==> src/design/acktt_pkg.sv <==
// shared types and constants of the ack retransmit tracking table
// no dependencies; every other design file refers to this package by scoped names

package acktt_pkg;

  localparam int SlotsDef = 32;

  localparam int OpW   = 2;
  localparam int ByteW = 8;
  localparam int IdW   = 32;
  localparam int LenW  = 7;
  localparam int CntW  = 16;
  localparam int KindW = 3;
  localparam int SlotW = 6;
  localparam int CfgAw = 3;
  localparam int CfgDw = 32;

  localparam logic [ByteW-1:0] AckHeader   = 8'h06;
  localparam logic [2:0]       AckLastByte = 3'd4;
  localparam logic [CntW-1:0]  RetryRst    = 16'd3000;
  localparam logic [CntW-1:0]  DropRst     = 16'd5000;

  typedef enum logic [0:0] {
    REG_RETRY_TICKS,
    REG_DROP_TICKS
  } reg_idx_t;

  typedef enum logic [OpW-1:0] {
    OP_SEND,
    OP_ACK,
    OP_TICK,
    OP_NONE
  } op_t;

  typedef enum logic [KindW-1:0] {
    EV_SENT,
    EV_RETRANSMIT,
    EV_DROPPED,
    EV_ACKED,
    EV_UNKNOWN,
    EV_ILLEGAL
  } kind_t;

  typedef enum logic [2:0] {
    ST_IDLE,
    ST_SEND,
    ST_MATCH,
    ST_TICK,
    ST_FLUSH
  } state_t;

  typedef struct packed {
    logic [IdW-1:0]  id;
    logic [LenW-1:0] len;
    logic [CntW-1:0] cnt;
    logic            retried;
  } slot_entry_t;

  typedef struct packed {
    logic        emit;
    kind_t       kind;
    logic        wr_en;
    logic        clr_busy;
    slot_entry_t wdata;
  } unit_res_t;

endpackage

==> src/design/acktt_if.sv <==
// word channels of the ack retransmit tracking table: input channel and result channel
// depends on acktt_pkg for field widths

interface acktt_in_if;
  logic                          valid;
  logic                          ready;
  logic [acktt_pkg::OpW-1:0]     operation;
  logic [acktt_pkg::ByteW-1:0]   ack_byte;
  logic [acktt_pkg::LenW-1:0]    payload_length;

  modport source (output valid, output operation, output ack_byte, output payload_length,
                  input ready);
  modport sink   (input valid, input operation, input ack_byte, input payload_length,
                  output ready);
endinterface

interface acktt_out_if;
  logic                          valid;
  logic                          ready;
  logic [acktt_pkg::KindW-1:0]   event_kind;
  logic [acktt_pkg::SlotW-1:0]   slot_index;
  logic [acktt_pkg::IdW-1:0]     message_id;
  logic [acktt_pkg::LenW-1:0]    message_length;
  logic                          is_table_full;
  logic                          last;

  modport source (output valid, output event_kind, output slot_index, output message_id,
                  output message_length, output is_table_full, output last, input ready);
  modport sink   (input valid, input event_kind, input slot_index, input message_id,
                  input message_length, input is_table_full, input last, output ready);
endinterface

==> src/design/acktt_slot_mem.sv <==
// slot table memory: id, length, countdown and retry flag of each slot
// one write port, one read port with registered read data; depends on acktt_pkg

module acktt_slot_mem #(
  parameter int SLOTS = acktt_pkg::SlotsDef
) (
  input  logic                   clk,
  input  logic                   we,
  input  logic [$clog2(SLOTS)-1:0] waddr,
  input  acktt_pkg::slot_entry_t wdata,
  input  logic                   re,
  input  logic [$clog2(SLOTS)-1:0] raddr,
  output acktt_pkg::slot_entry_t rdata
);

  acktt_pkg::slot_entry_t mem_r [SLOTS];
  acktt_pkg::slot_entry_t rdata_r;

  always_ff @(posedge clk) begin
    if (we) begin
      mem_r[waddr] <= wdata;
    end
  end

  always_ff @(posedge clk) begin
    if (re) begin
      rdata_r <= mem_r[raddr];
    end
  end

  assign rdata = rdata_r;

endmodule

==> src/design/acktt_slot_unit.sv <==
// shared slot unit: id compare for ack matching, countdown decrement and expiry for ticks
// used once per slot by the walk in the top level; depends on acktt_pkg

module acktt_slot_unit (
  input  logic                           valid,
  input  logic                           is_tick,
  input  logic                           busy,
  input  acktt_pkg::slot_entry_t         entry,
  input  logic [acktt_pkg::IdW-1:0]      match_id,
  input  logic [acktt_pkg::CntW-1:0]     drop_ticks,
  output acktt_pkg::unit_res_t           res
);

  always_comb begin
    res       = '0;
    res.kind  = acktt_pkg::EV_ACKED;
    res.wdata = entry;
    if (valid && busy) begin
      if (!is_tick) begin
        if (entry.id == match_id) begin
          res.emit     = 1'b1;
          res.clr_busy = 1'b1;
        end
      end else if (entry.cnt > acktt_pkg::CntW'(1)) begin
        res.wr_en     = 1'b1;
        res.wdata.cnt = entry.cnt - acktt_pkg::CntW'(1);
      end else if (!entry.retried) begin
        // first expiry: resend once and wait the drop time
        res.wr_en         = 1'b1;
        res.wdata.retried = 1'b1;
        res.wdata.cnt     = drop_ticks;
        res.emit          = 1'b1;
        res.kind          = acktt_pkg::EV_RETRANSMIT;
      end else begin
        res.clr_busy = 1'b1;
        res.emit     = 1'b1;
        res.kind     = acktt_pkg::EV_DROPPED;
      end
    end
  end

endmodule

==> src/design/ack_retransmit_tracking_table.sv <==
// ack retransmit tracking table, top level: sequencer, slot flags, ack gathering, config
// depends on acktt_pkg, acktt_if, acktt_slot_mem and acktt_slot_unit
//
// The table holds SLOTS outstanding messages. A send scans the busy flags one slot per cycle
// and takes the lowest free one. The first four bytes of an ack are gathered while the block
// stays idle; the fifth starts, if the header byte was good, a walk of the slot memory, one
// slot per cycle through its single read port, that ends at the first match or after the
// last slot. A tick walks every slot through the same memory port and the shared countdown
// unit, and the result side can stall it. The input is ready only while the block is idle.
// Results leave through an output register, and the last result of an item carries last;
// the next item may be taken while it still waits.
// Configuration sits on an APB-style port: retry_ticks at 0x0, drop_ticks at 0x4.

module ack_retransmit_tracking_table #(
  parameter int SLOTS = acktt_pkg::SlotsDef
) (
  input  logic                          clk,
  input  logic                          rst_n,
  acktt_in_if.sink                      in_ch,
  acktt_out_if.source                   out_ch,
  input  logic                          psel,
  input  logic                          penable,
  input  logic                          pwrite,
  input  logic [acktt_pkg::CfgAw-1:0]   paddr,
  input  logic [acktt_pkg::CfgDw-1:0]   pwdata,
  output logic [acktt_pkg::CfgDw-1:0]   prdata,
  output logic                          pready
);

  localparam int IW = $clog2(SLOTS);
  localparam int CW = $clog2(SLOTS + 1);
  localparam logic [CW-1:0] LastIdx = CW'(SLOTS - 1);
  localparam logic [CW-1:0] EndIdx  = CW'(SLOTS);

  acktt_pkg::state_t state_r, state_nxt;

  logic [CW-1:0]              rd_idx_r, rd_idx_nxt;
  logic                       ev_vld_r, ev_vld_nxt;
  logic [IW-1:0]              ev_idx_r, ev_idx_nxt;
  logic [SLOTS-1:0]           busy_r, busy_nxt;

  logic [acktt_pkg::IdW-1:0]  next_id_r, next_id_nxt;
  logic [2:0]                 ack_cnt_r, ack_cnt_nxt;
  logic                       hdr_good_r, hdr_good_nxt;
  logic [acktt_pkg::IdW-1:0]  gather_r, gather_nxt;
  logic [acktt_pkg::LenW-1:0] plen_r, plen_nxt;
  logic [acktt_pkg::CntW-1:0] retry_r, retry_nxt;
  logic [acktt_pkg::CntW-1:0] drop_r, drop_nxt;

  // one pending result held back so that last can be set once the walk is over
  logic                        pend_vld_r, pend_vld_nxt;
  logic [acktt_pkg::KindW-1:0] pend_kind_r, pend_kind_nxt;
  logic [acktt_pkg::SlotW-1:0] pend_slot_r, pend_slot_nxt;
  logic [acktt_pkg::IdW-1:0]   pend_id_r, pend_id_nxt;
  logic [acktt_pkg::LenW-1:0]  pend_len_r, pend_len_nxt;
  logic                        pend_full_r, pend_full_nxt;

  logic                        out_vld_r, out_vld_nxt;
  logic [acktt_pkg::KindW-1:0] out_kind_r, out_kind_nxt;
  logic [acktt_pkg::SlotW-1:0] out_slot_r, out_slot_nxt;
  logic [acktt_pkg::IdW-1:0]   out_id_r, out_id_nxt;
  logic [acktt_pkg::LenW-1:0]  out_len_r, out_len_nxt;
  logic                        out_full_r, out_full_nxt;
  logic                        out_last_r, out_last_nxt;

  logic                        mem_we;
  logic [IW-1:0]               mem_waddr;
  acktt_pkg::slot_entry_t      mem_wdata;
  logic                        mem_re;
  logic [IW-1:0]               mem_raddr;
  acktt_pkg::slot_entry_t      mem_rdata;
  acktt_pkg::unit_res_t        u_res;

  logic                        in_acc;
  acktt_pkg::op_t              op;
  logic                        out_free;
  logic                        stall;
  logic                        adv;
  logic                        scan_free;
  logic                        walk_end;
  logic                        cfg_wr;
  acktt_pkg::reg_idx_t         cfg_idx;

  assign in_acc    = in_ch.valid && in_ch.ready;
  assign op        = acktt_pkg::op_t'(in_ch.operation);
  assign out_free  = !out_vld_r || out_ch.ready;
  assign stall     = ev_vld_r && u_res.emit && pend_vld_r && !out_free;
  assign adv       = !stall;
  assign scan_free = !busy_r[rd_idx_r[IW-1:0]];
  assign walk_end  = (rd_idx_r == EndIdx);
  assign cfg_wr    = psel && penable && pwrite && pready;
  assign cfg_idx   = acktt_pkg::reg_idx_t'(paddr[2]);

  acktt_slot_mem #(
    .SLOTS (SLOTS)
  ) u_slot_mem (
    .clk   (clk),
    .we    (mem_we),
    .waddr (mem_waddr),
    .wdata (mem_wdata),
    .re    (mem_re),
    .raddr (mem_raddr),
    .rdata (mem_rdata)
  );

  acktt_slot_unit u_slot_unit (
    .valid      (ev_vld_r),
    .is_tick    (state_r == acktt_pkg::ST_TICK),
    .busy       (busy_r[ev_idx_r]),
    .entry      (mem_rdata),
    .match_id   (gather_r),
    .drop_ticks (drop_r),
    .res        (u_res)
  );

  // next state
  always_comb begin
    state_nxt = state_r;
    case (state_r)
      acktt_pkg::ST_IDLE: begin
        if (in_acc) begin
          case (op)
            acktt_pkg::OP_SEND: state_nxt = acktt_pkg::ST_SEND;
            acktt_pkg::OP_ACK: begin
              if (ack_cnt_r == acktt_pkg::AckLastByte) begin
                state_nxt = hdr_good_r ? acktt_pkg::ST_MATCH : acktt_pkg::ST_FLUSH;
              end
            end
            acktt_pkg::OP_TICK: state_nxt = acktt_pkg::ST_TICK;
            default:            state_nxt = acktt_pkg::ST_IDLE;
          endcase
        end
      end
      acktt_pkg::ST_SEND: begin
        if (scan_free || rd_idx_r == LastIdx) begin
          state_nxt = acktt_pkg::ST_FLUSH;
        end
      end
      acktt_pkg::ST_MATCH: begin
        if (u_res.emit || walk_end) begin
          state_nxt = acktt_pkg::ST_FLUSH;
        end
      end
      acktt_pkg::ST_TICK: begin
        if (walk_end && adv) begin
          state_nxt = acktt_pkg::ST_FLUSH;
        end
      end
      acktt_pkg::ST_FLUSH: begin
        if (!pend_vld_r || out_free) begin
          state_nxt = acktt_pkg::ST_IDLE;
        end
      end
      default: state_nxt = acktt_pkg::ST_IDLE;
    endcase
  end

  // datapath and outputs
  always_comb begin
    rd_idx_nxt    = rd_idx_r;
    ev_vld_nxt    = ev_vld_r;
    ev_idx_nxt    = ev_idx_r;
    busy_nxt      = busy_r;
    next_id_nxt   = next_id_r;
    ack_cnt_nxt   = ack_cnt_r;
    hdr_good_nxt  = hdr_good_r;
    gather_nxt    = gather_r;
    plen_nxt      = plen_r;
    retry_nxt     = retry_r;
    drop_nxt      = drop_r;
    pend_vld_nxt  = pend_vld_r;
    pend_kind_nxt = pend_kind_r;
    pend_slot_nxt = pend_slot_r;
    pend_id_nxt   = pend_id_r;
    pend_len_nxt  = pend_len_r;
    pend_full_nxt = pend_full_r;
    out_vld_nxt   = out_vld_r && !out_ch.ready;
    out_kind_nxt  = out_kind_r;
    out_slot_nxt  = out_slot_r;
    out_id_nxt    = out_id_r;
    out_len_nxt   = out_len_r;
    out_full_nxt  = out_full_r;
    out_last_nxt  = out_last_r;
    mem_we        = 1'b0;
    mem_waddr     = ev_idx_r;
    mem_wdata     = u_res.wdata;
    mem_re        = 1'b0;
    mem_raddr     = rd_idx_r[IW-1:0];

    if (cfg_wr) begin
      case (cfg_idx)
        acktt_pkg::REG_RETRY_TICKS: retry_nxt = pwdata[acktt_pkg::CntW-1:0];
        acktt_pkg::REG_DROP_TICKS:  drop_nxt  = pwdata[acktt_pkg::CntW-1:0];
        default: ;
      endcase
    end

    case (state_r)
      acktt_pkg::ST_IDLE: begin
        if (in_acc) begin
          case (op)
            acktt_pkg::OP_SEND: begin
              rd_idx_nxt = '0;
              plen_nxt   = in_ch.payload_length;
            end
            acktt_pkg::OP_ACK: begin
              case (ack_cnt_r)
                3'd0: begin
                  hdr_good_nxt = (in_ch.ack_byte == acktt_pkg::AckHeader);
                  gather_nxt   = '0;
                end
                3'd1:    gather_nxt[7:0]   = in_ch.ack_byte;
                3'd2:    gather_nxt[15:8]  = in_ch.ack_byte;
                3'd3:    gather_nxt[23:16] = in_ch.ack_byte;
                default: gather_nxt[31:24] = in_ch.ack_byte;
              endcase
              if (ack_cnt_r == acktt_pkg::AckLastByte) begin
                ack_cnt_nxt = '0;
                rd_idx_nxt  = '0;
                ev_vld_nxt  = 1'b0;
                if (!hdr_good_r) begin
                  pend_vld_nxt  = 1'b1;
                  pend_kind_nxt = acktt_pkg::EV_ILLEGAL;
                  pend_slot_nxt = '0;
                  pend_id_nxt   = '0;
                  pend_len_nxt  = '0;
                  pend_full_nxt = 1'b0;
                end
              end else begin
                ack_cnt_nxt = ack_cnt_r + 3'd1;
              end
            end
            acktt_pkg::OP_TICK: begin
              rd_idx_nxt = '0;
              ev_vld_nxt = 1'b0;
            end
            default: ;
          endcase
        end
      end

      acktt_pkg::ST_SEND: begin
        if (scan_free) begin
          mem_we             = 1'b1;
          mem_waddr          = rd_idx_r[IW-1:0];
          mem_wdata.id       = next_id_r;
          mem_wdata.len      = plen_r;
          mem_wdata.cnt      = retry_r;
          mem_wdata.retried  = 1'b0;
          busy_nxt[rd_idx_r[IW-1:0]] = 1'b1;
          next_id_nxt        = next_id_r + acktt_pkg::IdW'(1);
          pend_vld_nxt       = 1'b1;
          pend_kind_nxt      = acktt_pkg::EV_SENT;
          pend_slot_nxt      = acktt_pkg::SlotW'(rd_idx_r);
          pend_id_nxt        = next_id_r;
          pend_len_nxt       = plen_r;
          pend_full_nxt      = 1'b0;
        end else if (rd_idx_r == LastIdx) begin
          pend_vld_nxt  = 1'b1;
          pend_kind_nxt = acktt_pkg::EV_ILLEGAL;
          pend_slot_nxt = '0;
          pend_id_nxt   = '0;
          pend_len_nxt  = '0;
          pend_full_nxt = 1'b1;
        end else begin
          rd_idx_nxt = rd_idx_r + CW'(1);
        end
      end

      acktt_pkg::ST_MATCH: begin
        if (u_res.emit) begin
          busy_nxt[ev_idx_r] = 1'b0;
          pend_vld_nxt  = 1'b1;
          pend_kind_nxt = acktt_pkg::EV_ACKED;
          pend_slot_nxt = acktt_pkg::SlotW'(ev_idx_r);
          pend_id_nxt   = mem_rdata.id;
          pend_len_nxt  = mem_rdata.len;
          pend_full_nxt = 1'b0;
        end else if (walk_end) begin
          pend_vld_nxt  = 1'b1;
          pend_kind_nxt = acktt_pkg::EV_UNKNOWN;
          pend_slot_nxt = '0;
          pend_id_nxt   = gather_r;
          pend_len_nxt  = '0;
          pend_full_nxt = 1'b0;
        end else begin
          mem_re     = 1'b1;
          ev_vld_nxt = 1'b1;
          ev_idx_nxt = rd_idx_r[IW-1:0];
          rd_idx_nxt = rd_idx_r + CW'(1);
        end
      end

      acktt_pkg::ST_TICK: begin
        if (adv) begin
          mem_we = u_res.wr_en;
          if (u_res.clr_busy) begin
            busy_nxt[ev_idx_r] = 1'b0;
          end
          if (u_res.emit) begin
            // earlier result goes out first, not the last of this tick
            if (pend_vld_r) begin
              out_vld_nxt  = 1'b1;
              out_kind_nxt = pend_kind_r;
              out_slot_nxt = pend_slot_r;
              out_id_nxt   = pend_id_r;
              out_len_nxt  = pend_len_r;
              out_full_nxt = pend_full_r;
              out_last_nxt = 1'b0;
            end
            pend_vld_nxt  = 1'b1;
            pend_kind_nxt = u_res.kind;
            pend_slot_nxt = acktt_pkg::SlotW'(ev_idx_r);
            pend_id_nxt   = mem_rdata.id;
            pend_len_nxt  = mem_rdata.len;
            pend_full_nxt = 1'b0;
          end
          if (walk_end) begin
            ev_vld_nxt = 1'b0;
          end else begin
            mem_re     = 1'b1;
            ev_vld_nxt = 1'b1;
            ev_idx_nxt = rd_idx_r[IW-1:0];
            rd_idx_nxt = rd_idx_r + CW'(1);
          end
        end
      end

      acktt_pkg::ST_FLUSH: begin
        ev_vld_nxt = 1'b0;
        if (pend_vld_r && out_free) begin
          out_vld_nxt  = 1'b1;
          out_kind_nxt = pend_kind_r;
          out_slot_nxt = pend_slot_r;
          out_id_nxt   = pend_id_r;
          out_len_nxt  = pend_len_r;
          out_full_nxt = pend_full_r;
          out_last_nxt = 1'b1;
          pend_vld_nxt = 1'b0;
        end
      end

      default: ;
    endcase
  end

  always_ff @(posedge clk) begin
    if (!rst_n) begin
      state_r    <= acktt_pkg::ST_IDLE;
      rd_idx_r   <= '0;
      ev_vld_r   <= 1'b0;
      busy_r     <= '0;
      next_id_r  <= '0;
      ack_cnt_r  <= '0;
      hdr_good_r <= 1'b0;
      gather_r   <= '0;
      retry_r    <= acktt_pkg::RetryRst;
      drop_r     <= acktt_pkg::DropRst;
      pend_vld_r <= 1'b0;
      out_vld_r  <= 1'b0;
    end else begin
      state_r    <= state_nxt;
      rd_idx_r   <= rd_idx_nxt;
      ev_vld_r   <= ev_vld_nxt;
      busy_r     <= busy_nxt;
      next_id_r  <= next_id_nxt;
      ack_cnt_r  <= ack_cnt_nxt;
      hdr_good_r <= hdr_good_nxt;
      gather_r   <= gather_nxt;
      retry_r    <= retry_nxt;
      drop_r     <= drop_nxt;
      pend_vld_r <= pend_vld_nxt;
      out_vld_r  <= out_vld_nxt;
    end
  end

  always_ff @(posedge clk) begin
    ev_idx_r    <= ev_idx_nxt;
    plen_r      <= plen_nxt;
    pend_kind_r <= pend_kind_nxt;
    pend_slot_r <= pend_slot_nxt;
    pend_id_r   <= pend_id_nxt;
    pend_len_r  <= pend_len_nxt;
    pend_full_r <= pend_full_nxt;
    out_kind_r  <= out_kind_nxt;
    out_slot_r  <= out_slot_nxt;
    out_id_r    <= out_id_nxt;
    out_len_r   <= out_len_nxt;
    out_full_r  <= out_full_nxt;
    out_last_r  <= out_last_nxt;
  end

  always_comb begin
    case (cfg_idx)
      acktt_pkg::REG_RETRY_TICKS: prdata = acktt_pkg::CfgDw'(retry_r);
      acktt_pkg::REG_DROP_TICKS:  prdata = acktt_pkg::CfgDw'(drop_r);
      default:                    prdata = '0;
    endcase
  end

  assign pready = 1'b1;

  assign in_ch.ready           = (state_r == acktt_pkg::ST_IDLE);
  assign out_ch.valid          = out_vld_r;
  assign out_ch.event_kind     = out_kind_r;
  assign out_ch.slot_index     = out_slot_r;
  assign out_ch.message_id     = out_id_r;
  assign out_ch.message_length = out_len_r;
  assign out_ch.is_table_full  = out_full_r;
  assign out_ch.last           = out_last_r;

endmodule

==> src/flat_wrapper.sv <==
// flat-port wrapper written by rule: the top's interface ports become plain ports
module ack_retransmit_tracking_table_flat 
#(
  parameter int SLOTS = acktt_pkg::SlotsDef
)
  (clk, rst_n, psel, penable, pwrite, paddr, pwdata, prdata, pready, in_ch_valid, in_ch_operation, in_ch_ack_byte, in_ch_payload_length, in_ch_ready, out_ch_valid, out_ch_event_kind, out_ch_slot_index, out_ch_message_id, out_ch_message_length, out_ch_is_table_full, out_ch_last, out_ch_ready);
  acktt_in_if in_ch_i ();
  acktt_out_if out_ch_i ();
  input  logic clk;
  input  logic rst_n;
  input  logic psel;
  input  logic penable;
  input  logic pwrite;
  input  logic [acktt_pkg::CfgAw-1:0] paddr;
  input  logic [acktt_pkg::CfgDw-1:0] pwdata;
  output logic [acktt_pkg::CfgDw-1:0] prdata;
  output logic pready;
  input wire logic [$bits(in_ch_i.valid)-1:0] in_ch_valid;
  input wire logic [$bits(in_ch_i.operation)-1:0] in_ch_operation;
  input wire logic [$bits(in_ch_i.ack_byte)-1:0] in_ch_ack_byte;
  input wire logic [$bits(in_ch_i.payload_length)-1:0] in_ch_payload_length;
  output wire logic [$bits(in_ch_i.ready)-1:0] in_ch_ready;
  output wire logic [$bits(out_ch_i.valid)-1:0] out_ch_valid;
  output wire logic [$bits(out_ch_i.event_kind)-1:0] out_ch_event_kind;
  output wire logic [$bits(out_ch_i.slot_index)-1:0] out_ch_slot_index;
  output wire logic [$bits(out_ch_i.message_id)-1:0] out_ch_message_id;
  output wire logic [$bits(out_ch_i.message_length)-1:0] out_ch_message_length;
  output wire logic [$bits(out_ch_i.is_table_full)-1:0] out_ch_is_table_full;
  output wire logic [$bits(out_ch_i.last)-1:0] out_ch_last;
  input wire logic [$bits(out_ch_i.ready)-1:0] out_ch_ready;
  assign in_ch_i.valid = in_ch_valid;
  assign in_ch_i.operation = in_ch_operation;
  assign in_ch_i.ack_byte = in_ch_ack_byte;
  assign in_ch_i.payload_length = in_ch_payload_length;
  assign in_ch_ready = in_ch_i.ready;
  assign out_ch_valid = out_ch_i.valid;
  assign out_ch_event_kind = out_ch_i.event_kind;
  assign out_ch_slot_index = out_ch_i.slot_index;
  assign out_ch_message_id = out_ch_i.message_id;
  assign out_ch_message_length = out_ch_i.message_length;
  assign out_ch_is_table_full = out_ch_i.is_table_full;
  assign out_ch_last = out_ch_i.last;
  assign out_ch_i.ready = out_ch_ready;
  ack_retransmit_tracking_table #(.SLOTS(SLOTS)) u_core (.clk(clk), .rst_n(rst_n), .in_ch(in_ch_i), .out_ch(out_ch_i), .psel(psel), .penable(penable), .pwrite(pwrite), .paddr(paddr), .pwdata(pwdata), .prdata(prdata), .pready(pready));
endmodule
==> config.mk <==
export PLATFORM = sky130hd
export DESIGN_NAME = ack_retransmit_tracking_table_flat
export DESIGN_NICKNAME = d
export VERILOG_FILES = /design/src/design/acktt_pkg.sv /design/src/design/acktt_if.sv /design/src/design/acktt_slot_mem.sv /design/src/design/acktt_slot_unit.sv /design/src/design/ack_retransmit_tracking_table.sv /design/src/flat_wrapper.sv
export SDC_FILE = /design/constraint.sdc
export NUM_CORES = 2
export LEC_CHECK = 0
export BUFFER_PORTS_ARGS = -buffer_cell sky130_fd_sc_hd__buf_2
export CAP_MARGIN = 25
export CORE_UTILIZATION = 50
export CTS_CLUSTER_DIAMETER = 100
export DETAILED_ROUTE_END_ITERATION = 12
export PLACE_DENSITY_LB_ADDON = 0.25
export SLEW_MARGIN = 0
export SYNTH_ARGS = -nofsm -noshare
export SYNTH_HDL_FRONTEND = slang
export SYNTH_HIERARCHICAL = 1
export SYNTH_SLANG_ARGS = --single-unit
==> constraint.sdc <==
create_clock -name clk -period 20.7 [get_ports clk]
set_input_delay 4.14 -clock clk [delete_from_list [all_inputs] [get_ports clk]]
set_output_delay 4.14 -clock clk [all_outputs]
set_load 0.01 [all_outputs]
==> impl_metrics.yaml <==
worst_setup_path:
  path_max_fanout: 19
  crit_top_cell: "buf_2"
  cp.arrival_ps: 5040
  critical_path_class: "input port to output port"
  crit_required_ps: 16560
  cp_num_buf_inv: 2
  critical_path.startpoint_type: "input port"
  path_cells: "buf_2 -> mux2_2 -> buf_2"
  cpPeakStageDelay_ps: 390
  endpoint_kind: "output port"
  crit_family: "buffers and inverters"
  crit_slowest_cell: "mux2_2"
drt:
  initialDrtViolationCount: 5851
  vias: 48510
  drc_errors: 0
  vias_per_cell: 6.13
  wire_per_inst_um: 27.1
  ant_nets: 0
  wl_um: 214000
  dr.pass1.iters: 7
timing:
  max_freq_mhz: 109
  fin_setup_tns_ps: 0
  post-route-period-util_pct: 44.3
  rsz0062_at_grt: "false"
  fin_skew_ps: 48.8
  hold_viol_final: 0
  drv_slew: 0
  finalSetupViolCount: 0
  fin_hold_ws_ps: 417
  fin_crit_ps: 9180
  relSlewSlack_pct: 27.3
  worst_pin_slew_ps: 1090
synth:
  netlist_instances: 5446
  async_flop_share_pct: 0
  yosysUniqueCellTypes: 83
  synth_top_area_cell: "edfxtp_1"
  ys_ff_latch: 2103
  yosysSeqAreaShare_pct: 72.7
  yosysWarnings: 6
  yosysTopAreaCellShare_pct: 69.3
  synth_edf_count: 1959
  synth_flop_cell: "edfxtp_1"
  syn_avg_cell_area_um2: 15.6
  netlist_area_um2: 84900
  synthTopCellsByArea: "edfxtp_1, mux2i_1, dfxtp_1"
clock_tree:
  cts-root-buf: "clkbuf_16"
  clock_latency_ps: 850
  clock_path_buffers: 3
  ctsResizeCount: 0
  cts_hold_buf: 0
  cts.sinks: 2103
  cts_buffers: 204
  cts_tree: "built"
  post_cts_buffers: 0
  htreeDepth: 4
  clkTransAtPathRegs_ps: 60
floorplan:
  coreArea_um2: 168000
  start_util_pct: 50.6
  dieArea_um2: 171000
  die_h_um: 414
  rows: 150
  die_w_um: 414
  io_pins: 144
final_layout:
  multi_input_area_um2: 21100
  regArea_um2: 61700
  layout_common_cells: "edfxtp_1, mux2i_1, nand2_1"
  area_delta_synth_final_pct: 11.7
  nNetsFinal: 5598
  final_area_um2: 94800
  num-fill-cells: 12866
  layout_commonest_cell: "edfxtp_1"
  drive_gt1_share_pct: 11.0
global_routing:
  grt_overflow: 0
  grt_first_pass_wirelength_um: 310000
  grt.total_usage_pct: 24.5
  grt_max_degree: 123
  antenna_found_initial: 6
  grt_pass1_vias: 45980
place:
  post-dp-hpwl_um: 115000
  portBuffers: 108
  postPlaceCellArea_um2: 87300
  gp_congestion: 0.886
hold_path:
  hold_class: "register to register"
power:
  cellPowerDensity_nw_per_um2: 96.3
  leakagePower_nw: 29.6
  power_mw: 9.13
  peakVddDrop_mv: 0.0923
run_status:
  run_status: "finished clean"
run:
  drv_cap: 0
==> cells in the mapped netlist (all sizes together) (11+ instances only) <==
cell type / instances
a21oi: 254
a222oi: 30
a22o: 116
a22oi: 179
a31oi: 92
and3: 12
buf: 234
clkbuf: 147
dfxtp: 144
edfxtp: 1959
ha: 12
inv: 53
mux2: 25
mux2i: 914
nand2: 511
nand2b: 29
nand3: 252
nand4: 11
nor2: 106
nor3: 75
nor4: 25
o21ai: 50
or3: 14
or4: 11
xor2: 33
==> worst register-to-register path, cell delays in order (launching register included) <==
cell      delay, ps
edfxtp_1        900
mux4_2          600
inv_1            60
o22ai_1         100
nor4_1          260
o21ai_0         240
nand3_1         140
buf_4           300
o31a_1          240
a21oi_1         150
nand4_1         340
nand3_1         150
nand2_1         280
nand3_1         720
nor2_4         1010
buf_4           880
==> sequential cells by signal (all words and copies together), names as in the netlist, 5 cells and up <==
name and cells:
u_core/u_slot_mem/mem_r 1792, u_core/u_slot_mem/rdata 56, u_core/busy_r 32, u_core/gather_r 32, u_core/next_id_r 32, u_core/out_ch.message_id 32
u_core/pend_id_r 32, u_core/drop_r 16, u_core/retry_r 16, u_core/out_ch.message_length 7, u_core/pend_len_r 7, u_core/plen_r 7
u_core/out_ch.slot_index 6, u_core/pend_slot_r 6, u_core/rd_idx_r 6, u_core/ev_idx_r 5
==> layout make-up <==
| type | count | share of cell area [%] |
|---|---|---|
| diodes | 1 | 0.00264 |
| clock buffers | 256 | 5.60 |
| clock inverters | 126 | 1.34 |
| inverters | 54 | 0.214 |
| multi-input cells | 2923 | 22.2 |
| flip-flops and latches | 2103 | 65.1 |
| well taps | 2204 | 2.91 |
| repair buffers | 241 | 2.59 |
==> report_power, final <==
group,switching (mW),internal (mW)
Combinational,0.425,0.218
Sequential,0.0332,4.80
Clock,1.58,2.07
Total,2.04,7.09
==> per-stage QoR <==
stage	setup WS (ps)	utilization, %	instances
after floorplan	11360	-	5461
after CTS	11520	55.9	7870
after detailed placement	11530	52.0	7488
final	11520	56.5	7908
after global placement	11530	51.9	7475
after global routing	11470	56.5	7908
==> path summary, 6_finish.rpt <==
path,startpoint,end,slack (ps),cells after the start
setup / recovery,paddr[2],prdata[13],11520,3
setup reg to reg,u_core/ev_idx_r[0]$_DFFE_PP_,u_core/u_slot_mem/mem_r[19][10]$_DFFE_PP_,13890,15
hold / removal,u_core/pend_full_r$_SDFFCE_PN0P_,u_core/out_ch.is_table_full$_DFFE_PP_,420,0
hold reg to reg,u_core/pend_full_r$_SDFFCE_PN0P_,u_core/out_ch.is_table_full$_DFFE_PP_,420,0
==> routing by layer <==
metal,vias up,wire length (µm),share of wire [%],GRT usage [%]
li1,21247,-,-,-
met1,24721,92900,43,36.1
met2,2231,98300,46,38.0
met3,311,18200,8.5,3.63
met4,0,4960,2.3,6.61
met5,-,0,0,0
==> kinds of logic after synthesis <==
family | count (synthesis) | share of synthesized area (%)
buf+inv | 435 | 2.96
other cells | 3 | 0.0133
xor+xnor | 38 | 0.392
compound gates | 805 | 6.45
simple gates | 1103 | 5.99
mux | 947 | 11.3
fa+ha+maj | 12 | 0.177
flops | 2103 | 72.7
Power figures use the tool's default switching activity.
